$ cat config.mk
export PLATFORM = sky130hd
export DESIGN_NAME = pam_site_guide_scanner_core
export DESIGN_NICKNAME = d
export VERILOG_FILES = /design/src/sv/pscan_pkg.sv /design/src/sv/pscan_front.sv /design/src/sv/pscan_fifo.sv /design/src/sv/pscan_back.sv /design/src/sv/pam_site_guide_scanner_core.sv
export SDC_FILE = /design/constraint.sdc
export NUM_CORES = 1
export LEC_CHECK = 0
export BUFFER_PORTS_ARGS = -buffer_cell sky130_fd_sc_hd__buf_4
export CAP_MARGIN = 0
export CORE_MARGIN = 2
export CORE_UTILIZATION = 62
export DETAILED_ROUTE_END_ITERATION = 7
export PLACE_DENSITY = 0.8
export SLEW_MARGIN = 25
export SYNTH_ARGS = -nofsm -noshare
export SYNTH_HDL_FRONTEND = slang
export SYNTH_HIERARCHICAL = 1
export SYNTH_SLANG_ARGS = --single-unit
$ cat constraint.sdc
create_clock -name i_clk -period 7.91 [get_ports i_clk]
set_input_delay 1.1865 -clock i_clk [delete_from_list [all_inputs] [get_ports i_clk]]
set_output_delay 1.1865 -clock i_clk [all_outputs]
set_load 0.05 [all_outputs]
$ cat src/sv/pscan_pkg.sv
// Package for the PAM site guide scanner: sizes, codes, slot types and
// the PAM symbol helpers. No dependencies.
package pscan_pkg;

    localparam int GUIDE_LEN = 19;
    localparam int PAM_MAX   = 8;
    localparam int WIN_DEPTH = GUIDE_LEN + PAM_MAX;
    localparam int BASE_W    = 3;
    localparam int POS_W     = 32;
    localparam int FILL_W    = 5;
    localparam int LEN_W     = 4;
    localparam int SYMS_W    = 24;
    localparam int GUIDE_W   = 57;
    localparam int CFG_IDX_W = 1;
    localparam int CFG_W     = 24;
    localparam int Q_DEPTH   = 4;
    localparam int Q_PTR_W   = 2;
    localparam int Q_CNT_W   = 3;

    localparam logic [CFG_IDX_W-1:0] CFG_PAM_LENGTH  = 1'b0;
    localparam logic [CFG_IDX_W-1:0] CFG_PAM_SYMBOLS = 1'b1;

    localparam logic KIND_BASE  = 1'b0;
    localparam logic KIND_START = 1'b1;

    localparam logic [BASE_W-1:0] SYM_ANY = 3'd4;

    localparam logic [LEN_W-1:0]  PAM_LEN_RST  = 4'd3;
    localparam logic [SYMS_W-1:0] PAM_SYMS_RST = 24'd148;

    localparam logic [FILL_W-1:0] FILL_MAX = FILL_W'(WIN_DEPTH);
    localparam logic [POS_W-1:0]  POS_MAX  = '1;

    typedef logic [WIN_DEPTH-1:0][BASE_W-1:0] t_window;

    typedef struct packed {
        t_window           window;
        logic [FILL_W-1:0] fill;
        logic [POS_W-1:0]  pos;
    } t_slot;

    typedef struct packed {
        logic               empty;
        logic               full;
        logic [Q_CNT_W-1:0] count;
    } t_q_status;

    function automatic logic [LEN_W-1:0] eff_pam_len(input logic [LEN_W-1:0] len);
        logic [LEN_W-1:0] r;
        r = len;
        if (len == '0) begin
            r = LEN_W'(1);
        end else if (len > LEN_W'(PAM_MAX)) begin
            r = LEN_W'(PAM_MAX);
        end
        return r;
    endfunction

    function automatic logic sym_match(input logic [BASE_W-1:0] sym,
                                       input logic [BASE_W-1:0] b);
        logic m;
        if (sym == SYM_ANY) begin
            m = 1'b1;
        end else if (sym < SYM_ANY) begin
            m = (sym == b);
        end else begin
            m = 1'b0;
        end
        return m;
    endfunction

endpackage

$ cat src/sv/pscan_front.sv
// Front end: takes input requests, keeps the base window, fill and position.
// Depends on pscan_pkg.
module pscan_front import pscan_pkg::*; (
    input  logic              i_clk,
    input  logic              i_rst_n,
    input  logic              i_accept,
    input  logic              i_kind,
    input  logic [BASE_W-1:0] i_base,
    output logic              o_push,
    output t_slot             o_slot
);

    t_window           r_window, n_window;
    logic [FILL_W-1:0] r_fill, n_fill;
    logic [POS_W-1:0]  r_pos, n_pos;

    always_comb begin
        n_window = r_window;
        n_fill   = r_fill;
        n_pos    = r_pos;
        if (i_accept) begin
            if (i_kind == KIND_START) begin
                n_window = '0;
                n_fill   = '0;
                n_pos    = '0;
            end else begin
                n_window = {r_window[WIN_DEPTH-2:0], i_base};
                n_fill   = (r_fill < FILL_MAX) ? r_fill + FILL_W'(1) : r_fill;
                n_pos    = (r_pos < POS_MAX) ? r_pos + POS_W'(1) : r_pos;
            end
        end
    end

    always_ff @(posedge i_clk) begin
        if (!i_rst_n) begin
            r_window <= '0;
            r_fill   <= '0;
            r_pos    <= '0;
        end else begin
            r_window <= n_window;
            r_fill   <= n_fill;
            r_pos    <= n_pos;
        end
    end

    assign o_push        = i_accept && (i_kind == KIND_BASE);
    assign o_slot.window = n_window;
    assign o_slot.fill   = n_fill;
    assign o_slot.pos    = n_pos;

endmodule

$ cat src/sv/pscan_fifo.sv
// Short slot queue between the front and back ends.
// Depends on pscan_pkg.
module pscan_fifo import pscan_pkg::*; (
    input  logic      i_clk,
    input  logic      i_rst_n,
    input  logic      i_push,
    input  t_slot     i_slot,
    input  logic      i_pop,
    output t_slot     o_slot,
    output t_q_status o_status
);

    t_slot               r_mem [Q_DEPTH];
    logic [Q_PTR_W-1:0]  r_wr_ptr, r_rd_ptr;
    logic [Q_CNT_W-1:0]  r_count;
    logic                do_push, do_pop;

    assign o_status.empty = (r_count == '0);
    assign o_status.full  = (r_count == Q_CNT_W'(Q_DEPTH));
    assign o_status.count = r_count;

    assign do_push = i_push && !o_status.full;
    assign do_pop  = i_pop && !o_status.empty;

    always_ff @(posedge i_clk) begin
        if (do_push) begin
            r_mem[r_wr_ptr] <= i_slot;
        end
    end

    always_ff @(posedge i_clk) begin
        if (!i_rst_n) begin
            r_wr_ptr <= '0;
            r_rd_ptr <= '0;
            r_count  <= '0;
        end else begin
            if (do_push) begin
                r_wr_ptr <= r_wr_ptr + Q_PTR_W'(1);
            end
            if (do_pop) begin
                r_rd_ptr <= r_rd_ptr + Q_PTR_W'(1);
            end
            if (do_push && !do_pop) begin
                r_count <= r_count + Q_CNT_W'(1);
            end else if (do_pop && !do_push) begin
                r_count <= r_count - Q_CNT_W'(1);
            end
        end
    end

    assign o_slot = r_mem[r_rd_ptr];

endmodule

$ cat src/sv/pscan_back.sv
// Back end: PAM compare and guide extraction on the queue head, result register.
// Depends on pscan_pkg.
module pscan_back import pscan_pkg::*; (
    input  logic               i_clk,
    input  logic               i_rst_n,
    input  logic [LEN_W-1:0]   i_pam_length,
    input  logic [SYMS_W-1:0]  i_pam_symbols,
    input  t_slot              i_slot,
    input  logic               i_q_empty,
    output logic               o_q_pop,
    input  logic               i_pop,
    output logic               o_empty,
    output logic [POS_W-1:0]   o_guide_start,
    output logic [GUIDE_W-1:0] o_guide_bases
);

    logic [LEN_W-1:0]       len;
    logic                   pam_ok, fill_ok, hit, load;
    logic [4:0]             shamt;
    t_window                shifted;
    logic [GUIDE_W-1:0]     guide;
    logic [POS_W-1:0]       start;
    logic                   r_valid;
    logic [POS_W-1:0]       r_start;
    logic [GUIDE_W-1:0]     r_bases;

    always_comb begin
        logic [LEN_W-1:0]  idx;
        logic [BASE_W-1:0] sym;
        len    = eff_pam_len(i_pam_length);
        pam_ok = 1'b1;
        for (int i = 0; i < PAM_MAX; i++) begin
            idx = len - LEN_W'(1) - LEN_W'(i);
            sym = i_pam_symbols[BASE_W*i +: BASE_W];
            if ((LEN_W'(i) < len) && !sym_match(sym, i_slot.window[idx[2:0]])) begin
                pam_ok = 1'b0;
            end
        end
        fill_ok = ({1'b0, i_slot.fill} >= (6'(GUIDE_LEN) + 6'(len)));
        shamt   = 5'(len) * 5'd3;
        shifted = i_slot.window >> shamt;
        for (int i = 0; i < GUIDE_LEN; i++) begin
            guide[BASE_W*i +: BASE_W] = shifted[GUIDE_LEN-1-i];
        end
        start = i_slot.pos - POS_W'(len) - POS_W'(GUIDE_LEN);
    end

    assign hit     = pam_ok && fill_ok;
    assign o_q_pop = !i_q_empty && (!hit || !r_valid || i_pop);
    assign load    = o_q_pop && hit;

    always_ff @(posedge i_clk) begin
        if (!i_rst_n) begin
            r_valid <= 1'b0;
        end else if (load) begin
            r_valid <= 1'b1;
        end else if (i_pop) begin
            r_valid <= 1'b0;
        end
    end

    always_ff @(posedge i_clk) begin
        if (load) begin
            r_start <= start;
            r_bases <= guide;
        end
    end

    assign o_empty       = !r_valid;
    assign o_guide_start = r_start;
    assign o_guide_bases = r_bases;

endmodule

$ cat src/sv/pam_site_guide_scanner_core.sv
// PAM site guide scanner top level: config registers, front end, queue, back end.
// An accepted base request is written into the queue, then compared at its head and loaded into the result register.
// Throughput: one request per cycle while full is low, set by the combinational window compare.
// full rises only when the four-slot queue fills behind a stalled result.
// Reset (synchronous, active low) clears window, counts and queue; PAM config
// returns to length 3, pattern NGG. No clearing pass.
module pam_site_guide_scanner_core import pscan_pkg::*; (
    input  logic                 i_clk,
    input  logic                 i_rst_n,
    input  logic                 push,
    output logic                 full,
    input  logic                 i_kind,
    input  logic [BASE_W-1:0]    i_base,
    output logic                 empty,
    input  logic                 pop,
    output logic [POS_W-1:0]     o_guide_start,
    output logic [GUIDE_W-1:0]   o_guide_bases,
    input  logic                 i_cfg_we,
    input  logic [CFG_IDX_W-1:0] i_cfg_idx,
    input  logic [CFG_W-1:0]     i_cfg_data
);

    logic [LEN_W-1:0]  r_pam_length;
    logic [SYMS_W-1:0] r_pam_symbols;
    logic              accept, f_push, q_pop;
    t_slot             f_slot, q_slot;
    t_q_status         q_status;

    always_ff @(posedge i_clk) begin
        if (!i_rst_n) begin
            r_pam_length  <= PAM_LEN_RST;
            r_pam_symbols <= PAM_SYMS_RST;
        end else if (i_cfg_we) begin
            unique case (i_cfg_idx)
                CFG_PAM_LENGTH:  r_pam_length  <= i_cfg_data[LEN_W-1:0];
                CFG_PAM_SYMBOLS: r_pam_symbols <= i_cfg_data[SYMS_W-1:0];
            endcase
        end
    end

    assign full   = q_status.full;
    assign accept = push && !q_status.full;

    pscan_front u_front (
        .i_clk    (i_clk),
        .i_rst_n  (i_rst_n),
        .i_accept (accept),
        .i_kind   (i_kind),
        .i_base   (i_base),
        .o_push   (f_push),
        .o_slot   (f_slot)
    );

    pscan_fifo u_fifo (
        .i_clk    (i_clk),
        .i_rst_n  (i_rst_n),
        .i_push   (f_push),
        .i_slot   (f_slot),
        .i_pop    (q_pop),
        .o_slot   (q_slot),
        .o_status (q_status)
    );

    pscan_back u_back (
        .i_clk         (i_clk),
        .i_rst_n       (i_rst_n),
        .i_pam_length  (r_pam_length),
        .i_pam_symbols (r_pam_symbols),
        .i_slot        (q_slot),
        .i_q_empty     (q_status.empty),
        .o_q_pop       (q_pop),
        .i_pop         (pop),
        .o_empty       (empty),
        .o_guide_start (o_guide_start),
        .o_guide_bases (o_guide_bases)
    );

`ifndef NO_ASSERTIONS
    a_full_count: assert property (@(posedge i_clk)
        q_status.full |-> (q_status.count == Q_CNT_W'(Q_DEPTH)))
        else $error("queue full flag disagrees with count");

    a_reset_empty: assert property (@(posedge i_clk)
        !i_rst_n |=> empty)
        else $error("result present after reset");

    a_result_from_queue: assert property (@(posedge i_clk) disable iff (!i_rst_n)
        $fell(empty) |-> $past(!q_status.empty))
        else $error("result appeared with queue empty");

    a_start_no_slot: assert property (@(posedge i_clk) disable iff (!i_rst_n)
        (accept && (i_kind == KIND_START)) |=> (q_status.count <= $past(q_status.count)))
        else $error("sequence start request queued a slot");
`endif

endmodule
==> flow_summary.yaml <==
outcome:
  status: "finished clean"
power:
  power.share.clock: 0.320
  power.internal_mw: 7.34
  switching_share: 0.312
  seqPwrFrac: 0.412
  vdd_drop_max_v: 0.000212
  combPwrFrac: 0.267
  p_per_area_nw_per_um2: 286
  p_leak_nw: 13.7
  p_sw_mw: 3.33
synthesis:
  synthTopCellsByArea: "edfxtp_1 50%, dfxtp_1 9.3%, mux4_2 8.5%"
  syn_nets: 2509
  async_reset_ff_frac: 0
  synth.cells.most_frequent: "561 x edfxtp_1, 270 x mux2i_1, 220 x nand2_1"
  synth_seq_cells: 717
  synth_most_common_cell: "edfxtp_1"
  yosys_warnings: 6
  yosysTopAreaCell: "edfxtp_1"
  synth-edff-count: 561
  synth_cell_types: 100
  syn_area_per_cell_um2: 13.7
  synth_area_um2: 33600
  synth_top_area_frac: 0.501
  ys.flop_type: "edfxtp_1"
  synth-seq-area-share: 0.594
  netlist_instances: 2446
drt:
  vias: 21439
  route.detailed.drc: 0
  ant_nets: 0
  routedWlPerCell_um: 24.3
  vias_per_cell: 6.56
  dr.first_iter.drc_count: 2086
  routed_wl_mm: 79.2
  drtPass1Iterations: 6
grt:
  grt_pass1_wl_mm: 123
  antenna_found_initial: 0
  grt_pass1_vias: 21215
  grt.total_usage: 0.285
  grt_start_max_net_pins: 83
  grt-ovfl-total: 0
timing:
  finalCritPeriodShare: 0.765
  slew_violations: 0
  worst_pin_slew_ps: 1060
  maxClockFrequency_mhz: 165
  rsz0062_at_grt: "false"
  period_minus_slack_ps: 6050
  tns_ps: 0
  setup_viol: 0
  finalHoldViolations: 0
  slew_headroom: 0.295
  skew_ps: 34.6
clock_network:
  post_cts_buffers: 0
  cts_resized: 0
  cts_hold_buf: 0
  cts_tree: "yes"
  clk_latency_ps: 640
  path_clk_slew_ps: 60
  clock_sinks: 717
  cts_buffer_depth: 3
  htree_num_levels: 3
  clock-root-buffer: "clkbuf_16"
  cts_made_buffers: 73
die:
  die_h_um: 237
  initial_core_util: 0.626
  dieArea_um2: 56100
  core_um2: 53700
  io_pins: 125
  die_w_um: 237
  rows: 85
placed_design:
  port_buffers: 124
  dpl.hpwl_mm: 49.8
  dp_cells: 3132
  gp_congestion: 0.894
  placed_area_um2: 34900
layout:
  syn2layout_area_growth_pct: 11.1
  fin_nets: 2574
  fillers: 3500
  n_antenna_cell: 0
  stdcell_area_um2: 37300
  fin_cells: 3266
  drive_above_1_share: 0.188
setup_path:
  r2r_slack_ps: 1860
  crit_arrival_ps: 6610
  cp_max_fo: 20
  crit_path_end_kind: "flop"
  critPathLaunchType: "flop"
  critPathKind: "flop to flop"
  worstPathRequired_ps: 8470
run:
  maxCapViolCount: 0
hold_path:
  hold_class: "flop to flop"
[area by class of cell]
| type | instances | area (um2) | share of cell area |
|---|---|---|---|
| timing repair buffer | 156 | 1170 | 0.0314 |
| sequential | 717 | 20000 | 0.535 |
| multi-input combinational | 1519 | 12700 | 0.341 |
| tap | 696 | 871 | 0.0233 |
| inverter | 44 | 170 | 0.00456 |
| clock buffer | 107 | 2090 | 0.0559 |
| clock inverter | 27 | 312 | 0.00835 |
[power by group through the flow]
stage	registers [mW]	logic (mW)	clock network, mW
after detailed placement	4.48	2.80	0
after floorplan	4.51	2.01	0
after global routing	4.42	3.08	3.59
after global placement	4.46	2.78	0
final	4.40	2.85	3.42
after CTS	4.40	2.82	3.46
[layer usage]
metal	track usage	routed length, um	share of wire	up-vias
li1	-	-	-	9516
met5	0	0	0	-
met1	0.408	33600	0.42	10769
met2	0.460	38100	0.48	991
met3	0.0428	5620	0.071	163
met4	0.0806	1880	0.024	0
[path summary, 6_finish.rpt]
kind,from,endpoint,cells after the start
hold / removal,r_pam_symbols[5],r_pam_symbols[5],2
setup / recovery,r_pam_length[2],u_fifo/r_count[2],17
setup reg to reg,r_pam_length[2],u_fifo/r_count[2],17
hold reg to reg,r_pam_symbols[5],r_pam_symbols[5],2
[cell usage in the layout (no fill, tap or decap), types with 8 or more instances in the layout]
cell type and instances:
edfxtp_1 561, mux2i_1 270, nand2_1 220, buf_4 156
dfxtp_1 154, mux4_2 127, and2_1 93, a21oi_1 92
nor2_1 90, a22o_1 81, clkbuf_16 75, o21ai_0 48
inv_1 37, nor3_1 37, nand2b_1 31, nor4_1 31
nand4_1 29, xnor2_1 27, ha_1 25, clkbuf_1 23
xor2_1 23, mux2_2 19, nand3_1 18, o21ai_2 17
o211ai_1 15, or3_1 14, nor2b_1 13, o31ai_1 12
or4_1 12, clkinv_2 11, a31oi_1 11, and4_1 10
clkbuf_8 9, o21ai_1 8
[critical path: stages, from the launching register on]
cell and delay [ps]:
dfxtp_1 680, nor2b_4 680, clkinv_1 790, a21oi_1 410, nor3_1 80, or2_2 350
nor4_1 270, o211ai_1 140, a211o_1 330, o32ai_1 550, a31oi_1 210, o31ai_1 160
ha_1 280, inv_1 70, fa_1 370, xor2_1 160, or3_1 310, a21boi_0 160
[state kept, by name, indices dropped and copies added (netlist names), named ones only]
| signal | count |
|---|---|
| u_front/r_pos | 32 |
| u_fifo/r_rd_ptr | 2 |
| u_front/r_window | 81 |
| u_fifo/r_count | 3 |
| r_pam_length | 4 |
| u_back/r_valid | 1 |
| u_fifo/r_wr_ptr | 2 |
| u_back/o_guide_bases | 57 |
| r_pam_symbols | 24 |
| u_front/r_fill | 5 |
| u_fifo/r_mem | 472 |
| u_back/o_guide_start | 32 |
[through the flow]
| step | worst slack (ps) | hold slack (ps) | power [mW] | util |
|---|---|---|---|---|
| 5_1_grt | 1490 | 506 | 11.1 | 0.695 |
| 3_3_place_gp | 2040 | 441 | 7.24 | 0.650 |
| 2_1_floorplan | 1410 | 428 | 6.52 | - |
| 3_5_place_dp | 1940 | 453 | 7.28 | 0.650 |
| 4_1_cts | 1950 | 461 | 10.7 | 0.695 |
| 6_report | 1860 | 461 | 10.7 | 0.695 |
[cells by family (layout without fill, tap and decap cells)]
kind of cell	after synthesis	count (layout)	synth area share
muxes	417	417	0.172
AOI/OAI and AO/OA	367	367	0.0778
buffers and inverters	210	334	0.0285
xor gates and xnor gates	53	53	0.0144
DFF	717	717	0.594
and+or+nand+nor	652	652	0.101
other	1	1	0.000112
adders and majority gates	29	29	0.0115
Power figures use the tool's default switching activity.
